## src/rtl/dalsc_pkg.sv

```systemverilog
// Shared types and constants of the door actuator limit switch controller.
package dalsc_pkg;

  localparam int CFG_W     = 20;
  localparam int CFG_IDX_W = 2;

  localparam logic [CFG_IDX_W-1:0] CFG_GUARD   = 2'd0;
  localparam logic [CFG_IDX_W-1:0] CFG_TIMEOUT = 2'd1;
  localparam logic [CFG_IDX_W-1:0] CFG_RECLOSE = 2'd2;

  localparam logic [CFG_W-1:0] GUARD_RESET   = 20'd1000;
  localparam logic [CFG_W-1:0] TIMEOUT_RESET = 20'd20000;
  localparam logic [CFG_W-1:0] RECLOSE_RESET = 20'd1000;

  localparam logic [1:0] CMD_TICK   = 2'd0;
  localparam logic [1:0] CMD_OPEN   = 2'd1;
  localparam logic [1:0] CMD_CLOSE  = 2'd2;
  localparam logic [1:0] CMD_INSIDE = 2'd3;

  typedef enum logic [2:0] {
    ST_OPEN    = 3'd0,
    ST_CLOSED  = 3'd1,
    ST_FLOAT   = 3'd2,
    ST_ERROR   = 3'd3,
    ST_OPENING = 3'd4,
    ST_CLOSING = 3'd5
  } door_st_t;

  typedef enum logic [2:0] {
    PH_IDLE      = 3'd0,
    PH_MOVING    = 3'd1,
    PH_WAIT_OPEN = 3'd2,
    PH_WAIT_SHUT = 3'd3,
    PH_DELAY     = 3'd4
  } phase_t;

  typedef enum logic [2:0] {
    EV_NONE    = 3'd0,
    EV_START   = 3'd1,
    EV_REFUSED = 3'd2,
    EV_DONE    = 3'd3,
    EV_ABORT   = 3'd4
  } evt_t;

  typedef struct packed {
    logic [1:0] cmd;
    logic       limit_open;
    logic       limit_close;
    logic       reed_shut;
    logic       move_enable;
  } item_t;

  typedef struct packed {
    door_st_t door_status;
    phase_t   phase;
    logic     move_direction;
    logic     sequence_active;
  } ctrl_t;

  typedef struct packed {
    logic     drive_open;
    logic     drive_close;
    door_st_t door_state;
    logic     busy;
    evt_t     event_code;
  } result_t;

endpackage

```

## src/rtl/dalsc_in_stage.sv

```systemverilog
// Input register stage holding one accepted tick.
module dalsc_in_stage (
  input  logic              clk,
  input  logic              rst,
  input  logic              in_valid,
  output logic              in_stall,
  input  dalsc_pkg::item_t  item_in,
  input  logic              advance,
  output logic              item_valid,
  output dalsc_pkg::item_t  item_q
);

  assign in_stall = item_valid && !advance;

  always_ff @(posedge clk) begin
    if (rst) begin
      item_valid <= 1'b0;
    end else if (!in_stall) begin
      item_valid <= in_valid;
    end
  end

  always_ff @(posedge clk) begin
    if (!in_stall) begin
      item_q <= item_in;
    end
  end

endmodule

```

## src/rtl/dalsc_step.sv

```systemverilog
// Per-tick next-state and result logic of the motor controller.
module dalsc_step #(
  parameter int COUNT_WIDTH = 20
) (
  input  dalsc_pkg::item_t               item,
  input  dalsc_pkg::ctrl_t               ctrl,
  input  logic [COUNT_WIDTH-1:0]         elapsed,
  input  logic [dalsc_pkg::CFG_W-1:0]    guard_ticks,
  input  logic [dalsc_pkg::CFG_W-1:0]    timeout_ticks,
  input  logic [dalsc_pkg::CFG_W-1:0]    reclose_delay_ticks,
  output dalsc_pkg::ctrl_t               ctrl_next,
  output logic [COUNT_WIDTH-1:0]         elapsed_next,
  output dalsc_pkg::result_t             res
);

  localparam int CMP_W = (COUNT_WIDTH > dalsc_pkg::CFG_W) ? COUNT_WIDTH : dalsc_pkg::CFG_W;

  logic [COUNT_WIDTH-1:0] elapsed_inc;
  logic [CMP_W-1:0]       elapsed_x;
  logic [CMP_W-1:0]       elapsed_inc_x;
  logic [CMP_W-1:0]       guard_x;
  logic [CMP_W-1:0]       timeout_x;
  logic [CMP_W-1:0]       reclose_x;
  dalsc_pkg::door_st_t    cur;
  dalsc_pkg::door_st_t    target_st;
  dalsc_pkg::door_st_t    start_st;
  dalsc_pkg::evt_t        ev;
  logic                   abort_now;
  logic                   start_req;
  logic                   start_dir;
  logic                   start_seq;
  logic                   start_ok;

  assign elapsed_inc   = (elapsed == {COUNT_WIDTH{1'b1}}) ? elapsed :
                         elapsed + COUNT_WIDTH'(1);
  assign elapsed_x     = CMP_W'(elapsed);
  assign elapsed_inc_x = CMP_W'(elapsed_inc);
  assign guard_x       = CMP_W'(guard_ticks);
  assign timeout_x     = CMP_W'(timeout_ticks);
  assign reclose_x     = CMP_W'(reclose_delay_ticks);

  always_comb begin
    if (item.limit_open && !item.limit_close) begin
      cur = dalsc_pkg::ST_OPEN;
    end else if (item.limit_close && !item.limit_open) begin
      cur = dalsc_pkg::ST_CLOSED;
    end else if (!item.limit_open && !item.limit_close) begin
      cur = dalsc_pkg::ST_FLOAT;
    end else begin
      cur = dalsc_pkg::ST_ERROR;
    end
  end

  assign target_st = ctrl.move_direction ? dalsc_pkg::ST_CLOSED : dalsc_pkg::ST_OPEN;
  assign start_st  = ctrl.move_direction ? dalsc_pkg::ST_OPEN : dalsc_pkg::ST_CLOSED;

  always_comb begin
    ctrl_next       = ctrl;
    elapsed_next    = elapsed;
    res.drive_open  = 1'b0;
    res.drive_close = 1'b0;
    abort_now       = 1'b0;
    start_req       = 1'b0;
    start_dir       = 1'b0;
    start_seq       = 1'b0;
    start_ok        = 1'b0;
    ev = (ctrl.phase != dalsc_pkg::PH_IDLE && item.cmd != dalsc_pkg::CMD_TICK) ?
         dalsc_pkg::EV_REFUSED : dalsc_pkg::EV_NONE;

    case (ctrl.phase)
      dalsc_pkg::PH_MOVING: begin
        elapsed_next = elapsed_inc;
        if (!item.move_enable) begin
          abort_now = 1'b1;
        end else if (cur == target_st) begin
          ctrl_next.door_status = target_st;
          ev = dalsc_pkg::EV_DONE;
          if (ctrl.sequence_active && !ctrl.move_direction) begin
            ctrl_next.phase = dalsc_pkg::PH_WAIT_OPEN;
          end else begin
            ctrl_next.phase           = dalsc_pkg::PH_IDLE;
            ctrl_next.sequence_active = 1'b0;
          end
        end else if ((elapsed_inc_x > guard_x && cur == start_st) ||
                     elapsed_inc_x > timeout_x) begin
          abort_now = 1'b1;
        end else begin
          res.drive_open  = !ctrl.move_direction;
          res.drive_close = ctrl.move_direction;
        end
        if (abort_now) begin
          ctrl_next.door_status     = dalsc_pkg::ST_FLOAT;
          ctrl_next.phase           = dalsc_pkg::PH_IDLE;
          ctrl_next.sequence_active = 1'b0;
          ev = dalsc_pkg::EV_ABORT;
        end
      end
      dalsc_pkg::PH_WAIT_OPEN: begin
        if (!item.reed_shut) begin
          ctrl_next.phase = dalsc_pkg::PH_WAIT_SHUT;
        end
      end
      dalsc_pkg::PH_WAIT_SHUT: begin
        if (item.reed_shut) begin
          ctrl_next.phase = dalsc_pkg::PH_DELAY;
          elapsed_next    = '0;
        end
      end
      dalsc_pkg::PH_DELAY: begin
        if (elapsed_x >= reclose_x) begin
          ctrl_next.phase           = dalsc_pkg::PH_IDLE;
          ctrl_next.sequence_active = 1'b0;
          start_req                 = 1'b1;
          start_dir                 = 1'b1;
        end else begin
          elapsed_next = elapsed_inc;
        end
      end
      default: begin
        ctrl_next.phase           = dalsc_pkg::PH_IDLE;
        ctrl_next.sequence_active = 1'b0;
        ctrl_next.door_status     = cur;
        if (item.cmd == dalsc_pkg::CMD_OPEN || item.cmd == dalsc_pkg::CMD_CLOSE) begin
          start_req = 1'b1;
          start_dir = (item.cmd == dalsc_pkg::CMD_CLOSE);
        end else if (item.cmd == dalsc_pkg::CMD_INSIDE) begin
          start_req = 1'b1;
          if (cur == dalsc_pkg::ST_OPEN && item.reed_shut) begin
            start_dir = 1'b1;
          end else begin
            start_seq = 1'b1;
          end
        end
      end
    endcase

    start_ok = item.reed_shut && item.move_enable &&
               (cur != (start_dir ? dalsc_pkg::ST_CLOSED : dalsc_pkg::ST_OPEN));
    if (start_req) begin
      if (start_ok) begin
        ctrl_next.phase           = dalsc_pkg::PH_MOVING;
        ctrl_next.move_direction  = start_dir;
        ctrl_next.sequence_active = start_seq;
        ctrl_next.door_status     = start_dir ? dalsc_pkg::ST_CLOSING : dalsc_pkg::ST_OPENING;
        elapsed_next              = '0;
        res.drive_open            = !start_dir;
        res.drive_close           = start_dir;
        ev = dalsc_pkg::EV_START;
      end else begin
        ev = dalsc_pkg::EV_REFUSED;
      end
    end

    res.door_state = ctrl_next.door_status;
    res.busy       = (ctrl_next.phase != dalsc_pkg::PH_IDLE);
    res.event_code = ev;
  end

endmodule

```

## src/rtl/door_actuator_limit_switch_controller_top.sv

```systemverilog
// Top level of the door actuator limit switch controller.
// Usage:
//   Input channel (in_valid / in_stall) carries one sampled tick: cmd, both
//   limit switches, reed switch and move enable. A transfer happens when
//   in_valid is high and in_stall is low.
//   Output channel (out_valid / out_stall) returns exactly one result per
//   tick: bridge leg drives, door state, busy flag and event code.
//   Configuration channel (cfg_valid / cfg_ready) writes guard, timeout and
//   reclose delay by index; cfg_ready is always high. Write only when idle.
// Timing:
//   One tick per cycle sustained while out_stall is low. Each accepted tick
//   is loaded into the input register, then passes through the step logic
//   into the result register, which offers it on the output channel.
// Reset: synchronous; door status floating, phase idle, counter cleared,
//   registers back to their defaults, both channels empty.
// Stall: a stalled result holds; if the input register is empty, one more
//   tick is taken into it, after which in_stall rises until the result moves on.
module door_actuator_limit_switch_controller_top #(
  parameter int COUNT_WIDTH = 20
) (
  input  logic                              clk,
  input  logic                              rst,
  input  logic                              in_valid,
  output logic                              in_stall,
  input  logic [1:0]                        cmd,
  input  logic                              limit_open,
  input  logic                              limit_close,
  input  logic                              reed_shut,
  input  logic                              move_enable,
  output logic                              out_valid,
  input  logic                              out_stall,
  output logic                              drive_open,
  output logic                              drive_close,
  output logic [2:0]                        door_state,
  output logic                              busy_res,
  output logic [2:0]                        event_res,
  input  logic                              cfg_valid,
  output logic                              cfg_ready,
  input  logic [dalsc_pkg::CFG_IDX_W-1:0]   cfg_index,
  input  logic [dalsc_pkg::CFG_W-1:0]       cfg_data
);

  dalsc_pkg::item_t            item_in;
  dalsc_pkg::item_t            item_q;
  logic                        item_valid;
  logic                        advance;
  dalsc_pkg::ctrl_t            ctrl;
  dalsc_pkg::ctrl_t            ctrl_next;
  logic [COUNT_WIDTH-1:0]      elapsed;
  logic [COUNT_WIDTH-1:0]      elapsed_next;
  logic [dalsc_pkg::CFG_W-1:0] guard_ticks;
  logic [dalsc_pkg::CFG_W-1:0] timeout_ticks;
  logic [dalsc_pkg::CFG_W-1:0] reclose_delay_ticks;
  dalsc_pkg::result_t          res;
  dalsc_pkg::result_t          result;

  assign item_in.cmd         = cmd;
  assign item_in.limit_open  = limit_open;
  assign item_in.limit_close = limit_close;
  assign item_in.reed_shut   = reed_shut;
  assign item_in.move_enable = move_enable;

  assign advance   = !out_valid || !out_stall;
  assign cfg_ready = 1'b1;

  dalsc_in_stage u_in_stage (
    .clk        (clk),
    .rst        (rst),
    .in_valid   (in_valid),
    .in_stall   (in_stall),
    .item_in    (item_in),
    .advance    (advance),
    .item_valid (item_valid),
    .item_q     (item_q)
  );

  dalsc_step #(
    .COUNT_WIDTH (COUNT_WIDTH)
  ) u_step (
    .item                (item_q),
    .ctrl                (ctrl),
    .elapsed             (elapsed),
    .guard_ticks         (guard_ticks),
    .timeout_ticks       (timeout_ticks),
    .reclose_delay_ticks (reclose_delay_ticks),
    .ctrl_next           (ctrl_next),
    .elapsed_next        (elapsed_next),
    .res                 (res)
  );

  always_ff @(posedge clk) begin
    if (rst) begin
      guard_ticks         <= dalsc_pkg::GUARD_RESET;
      timeout_ticks       <= dalsc_pkg::TIMEOUT_RESET;
      reclose_delay_ticks <= dalsc_pkg::RECLOSE_RESET;
    end else if (cfg_valid && cfg_ready) begin
      case (cfg_index)
        dalsc_pkg::CFG_GUARD:   guard_ticks         <= cfg_data;
        dalsc_pkg::CFG_TIMEOUT: timeout_ticks       <= cfg_data;
        dalsc_pkg::CFG_RECLOSE: reclose_delay_ticks <= cfg_data;
        default: ;
      endcase
    end
  end

  always_ff @(posedge clk) begin
    if (rst) begin
      ctrl.door_status     <= dalsc_pkg::ST_FLOAT;
      ctrl.phase           <= dalsc_pkg::PH_IDLE;
      ctrl.move_direction  <= 1'b0;
      ctrl.sequence_active <= 1'b0;
      elapsed              <= '0;
      out_valid            <= 1'b0;
    end else if (advance) begin
      out_valid <= item_valid;
      if (item_valid) begin
        ctrl    <= ctrl_next;
        elapsed <= elapsed_next;
      end
    end
  end

  always_ff @(posedge clk) begin
    if (advance && item_valid) begin
      result <= res;
    end
  end

  assign drive_open  = result.drive_open;
  assign drive_close = result.drive_close;
  assign door_state  = result.door_state;
  assign busy_res    = result.busy;
  assign event_res   = result.event_code;

`ifndef ASSERT_OFF
  a_one_leg: assert property (@(posedge clk) disable iff (rst)
    out_valid |-> !(drive_open && drive_close))
    else $error("both bridge legs driven");

  a_drive_state: assert property (@(posedge clk) disable iff (rst)
    (out_valid && (drive_open || drive_close)) |->
    (door_state == dalsc_pkg::ST_OPENING || door_state == dalsc_pkg::ST_CLOSING))
    else $error("leg driven outside a move");

  a_start_busy: assert property (@(posedge clk) disable iff (rst)
    (out_valid && event_res == dalsc_pkg::EV_START) |-> busy_res)
    else $error("move started without busy");

  a_stall_cause: assert property (@(posedge clk) disable iff (rst)
    in_stall |-> (out_valid && out_stall))
    else $error("input stalled with result path free");
`endif

endmodule
```

## config.mk

```make
export PLATFORM = sky130hd
export DESIGN_NAME = door_actuator_limit_switch_controller_top
export DESIGN_NICKNAME = d
export VERILOG_FILES = /design/src/rtl/dalsc_pkg.sv /design/src/rtl/dalsc_in_stage.sv /design/src/rtl/dalsc_step.sv /design/src/rtl/door_actuator_limit_switch_controller_top.sv
export SDC_FILE = /design/constraint.sdc
export NUM_CORES = 1
export LEC_CHECK = 0
export BUFFER_PORTS_ARGS = -buffer_cell sky130_fd_sc_hd__clkbuf_2
export CORE_AREA = 2 2 116 118
export CTS_BUF_LIST = sky130_fd_sc_hd__clkbuf_4 sky130_fd_sc_hd__clkbuf_8
export DETAILED_ROUTE_END_ITERATION = 8
export DIE_AREA = 0 0 118 120
export PLACE_DENSITY = 0.78
export SYNTH_ARGS = -nofsm -noshare
export SYNTH_HDL_FRONTEND = slang
export SYNTH_HIERARCHICAL = 1
export SYNTH_SLANG_ARGS = --single-unit
export TNS_END_PERCENT = 30
```

## constraint.sdc

```tcl
create_clock -name clk -period 4.42 [get_ports clk]
set_clock_uncertainty 0.05 [all_clocks]
set_input_delay 0 -clock clk [delete_from_list [all_inputs] [get_ports clk]]
set_output_delay 0 -clock clk [all_outputs]
set_load 0.05 [all_outputs]
```

==> summary.md <==
| Metric | Value |
|---|---|
| Fin area | approximately 0.0085 mm² |
| Pwr Density | 243.3 mW/mm² |
| CP Data Arrival Time | 4.55 ns |
| Area after DPL | between 0.007 and 0.008 mm² |
| Met1 Usage GRT | 0.3179 |
| Nature of the critical path endpoint | register |
| IO buf count | 43 |
| Clock Latency Late Sink | roughly 0.4 ns |
| Primary FF master, synth | dfxtp_1 |
| Max-slew violations | 0 |
| First-pass GRT wire length | slightly below 30 mm |
| DR vias | ~6300 |
| Area Growth Syn to Fin | 16.81% |
| Combinational Power Share | 0.128 |
| Avg WL per Cell | approximately 16 µm |
| Vias per cell | around 5.7 |
| DR pass1 iterations | 5 |
| Top Ports | 45 |
| Setup crit start kind | register |
| Worst-Margin Slew | about 1.2 ns |
| Initial Util | 0.5619 |
| Clock network power share | 0.380 |
| FFs w/ async S/R, synth | 0 |
| LEAKAGE | between 3 and 4 nW |
| Crit-path slowest cell | dfxtp_2 |
| DRC Markers | 0 |
| Area contributors post-synth | dfxtp_1 (25%), mux2i_1 (12%), ha_1 (11%) |
| Slowest stage delay, CP | roughly 0.34 ns |
| Nets | approximately 1000 |
| Mapped cell area | 0.007293 mm² |
| CTS Buffer Depth | 2 |
| Crit path kind | reg2reg |
| Max Freq | around 230 MHz |
| Sequential Power Share | 0.492 |
| CTS tree | done |
| Tot GR Track Use | 0.2578 |
| DPL Wire Length | between 10 and 15 mm |
| CTS HTree Levels | 3 |
| Net load switching power | 0.5246 mW |
| Synth area leader | dfxtp_1 |
| Minimum clock period | 4.347 ns |
| Synth Register Bits | 105 |
| Final wirelength | approximately 18 mm |
| Num CTS Buffers | 9 |
| Warnings, synthesis | 6 |
| Largest net degree at the start of global routing | 85 |
| Routability cong. | between 0.9 and 1 |
| Fin Hold WS | 0.04112 ns |
| Most Used Layer, Global Route | met2 |
| Hold Vio Cnt, Final | 0 |
| Status | finished clean |
| Die ar. | between 0.01 and 0.015 mm² |
| Switching part of the total power | 0.2531 |
| Power after layout | 2.073 mW |
| N_diodes | 0 |
| GRT met2 Usage | 0.4324 |
| Hold WC Path Type | in2reg |
| Final period util | 0.9836 |
| Initial antenna violation count | 0 |
| Iteration-0 DRC Markers | approximately 640 |
| Vias in the first global route | 5973 |
| Die X-Extent | roughly 120 µm |
| Clock sink total | roughly 110 |
| CTS Root Cell | clkbuf_8 |
| CTS clk-pin slew, worst paths | roughly 0.10 ns |
| Post-synth EDFFs | 15 |
| Final number of setup-violating endpoints | 0 |
| CP dominant cell by count | and4_1 |
| Int Pwr | 1.548 mW |
| Share of layout cells above drive strength 1 | 0.1674 |
| Slew HR | 0.2282 |
| Syn_area_per_cell | ~8.6 µm² |
| Post-DRT Antenna Nets | 0 |
| Crit-path cells | ha_2 > and2_1 > and3_4 > nand4_1 > nand3_2 > o21a_1 > or2_2 > ha_1 > and4_1 > and4_1 > o21ai_0 > o2111ai_2 > a22oi_4 > buf_6 > a211o_2 > a221o_1 > nand2b_1 > mux2i_1 |
| FILL cells | ~1000 |
| Worst endpoint required time | 4.62 ns |
| Mapped Cells | about 850 |
| Crit path max fanout | 7 |
| # rows | 42 |
| Worst IR Drop VDD | 0.2132 mV |
| GRT overflow | 0 |
| Share of the synthesized area in the top cell type | 0.2470 |
| Synth Net Count | between 900 and 1000 |
| Core footprint | about 0.013 mm² |
| Die Y | between 100 and 150 µm |
| Sequential area share after synthesis | 0.3088 |
| GRT met3 Usage | 0.05181 |
| Post-synth cell types | 66 |
| Maxcap violations | 0 |
## routing by layer
layer | up-vias | part of all wire
met5 | - | 0
met4 | 0 | 0.031
met3 | 41 | 0.056
met2 | 204 | 0.47
met1 | 2936 | 0.44
li1 | 3081 | -
## cell usage after synthesis, types with 8 or more instances
cell / instances
and4_1: 10
ha_1: 67
o21ai_0: 24
or2_2: 12
edfxtp_1: 15
nand4_1: 14
a21oi_1: 50
and2_1: 8
mux2i_1: 90
nand2_1: 32
nor2b_1: 8
nand2b_1: 121
nor2_1: 52
o22ai_1: 12
inv_1: 73
nand3_1: 38
clkbuf_1: 25
and3_1: 9
buf_2: 11
buf_4: 11
nor3_1: 9
dfxtp_1: 90
## placed cells by master, fill, tap and decap left out, drive strengths merged, types with 15 or more instances in the layout
| master | netlist | routed |
|---|---|---|
| a21oi | 51 | 51 |
| ha | 67 | 67 |
| nand4 | 15 | 15 |
| dfxtp | 90 | 90 |
| dlygate4sd3 | 0 | 28 |
| nand2 | 32 | 32 |
| buf | 23 | 36 |
| nand2b | 122 | 122 |
| o21ai | 24 | 24 |
| clkbuf | 25 | 51 |
| inv | 73 | 74 |
| nand3 | 38 | 38 |
| nor2 | 53 | 53 |
| mux2i | 90 | 90 |
| edfxtp | 15 | 15 |
## final cells by class
type	instances	area (µm²)	area share
Clock inverter	7	141.4	0.01660
Multi-Input combinational cell	626	4740	0.5563
Sequential cell	105	2256	0.2648
Timing Repair Buffer	106	764.5	0.08973
Tap cell	176	220.2	0.02585
Clock buffer	9	123.9	0.01454
Inverter	73	274.0	0.03216
## power by group through the flow
stage	registers, mW	clock network (mW)	logic (mW)
finish	1.02	0.788	0.266
global route	1.02	0.836	0.287
CTS	1.02	0.801	0.256
detailed placement	1.04	0	0.236
global placement	1.04	0	0.232
floorplan	1.05	0	0.168
## registers in the layout, indices dropped and copies added, names as in the netlist, 3 cells and up
register             flops
door_state               3
u_in_stage/item_q        6
event_res                3
reclose_delay_ticks     20
elapsed                 20
ctrl                     8
guard_ticks             20
timeout_ticks           20
## per-stage QoR
step,setup TNS (ns),util,worst slack (ns),std cells
floorplan,0,-,0.1017,852
global placement,0,0.5967,0.1379,1053
detailed placement,0,0.5967,0.05514,1053
CTS,0,0.6387,0.02548,1097
global route,-0.06048,0.6564,-0.03984,1102
finish,0,0.6564,0.07268,1102
## worst paths after layout
check / end / depth (start not counted) / from / slack, ns
setup / recovery: ctrl[0]$_SDFFE_PP0P_ / 18 / elapsed[0]$_SDFFE_PP0P_ / 0.07
hold / removal: guard_ticks[19]$_SDFFE_PP0P_ / 3 / cfg_index[1] / 0.04
hold reg to reg: timeout_ticks[6]$_SDFFE_PP0P_ / 2 / timeout_ticks[6]$_SDFFE_PP0P_ / 0.43
setup reg to reg: ctrl[0]$_SDFFE_PP0P_ / 18 / elapsed[0]$_SDFFE_PP0P_ / 0.07
## cell families after synthesis
group / Yosys count / synth area share
simple gates: 333 / 0.2594
compound gates: 127 / 0.1117
buf+inv: 121 / 0.07085
flops: 105 / 0.3088
mux: 92 / 0.1266
fa+ha+maj: 67 / 0.1149
xor+xnor: 6 / 0.007205
other cells: 1 / 0.0005142
## timing repair
action                                 CTS  global route
resized for setup                        0            40
hold buffers                            28             0
endpoints found under the hold margin   68             0
setup endpoints to repair                0            13
setup buffers                            0             5
## worst max-delay path: cells and delay by family, from the launching register on
family / cells / cell delay (ns)
AND/OR/NAND/NOR: 8 / 1.71
AO/OA/AOI/OAI: 6 / 1.41
adder cells (fa/ha/maj): 2 / 0.50
flip-flops: 1 / 0.34
buffers and inverters: 1 / 0.15
multiplexers: 1 / 0.06
Note: power is estimated with default switching activity, not from simulation.
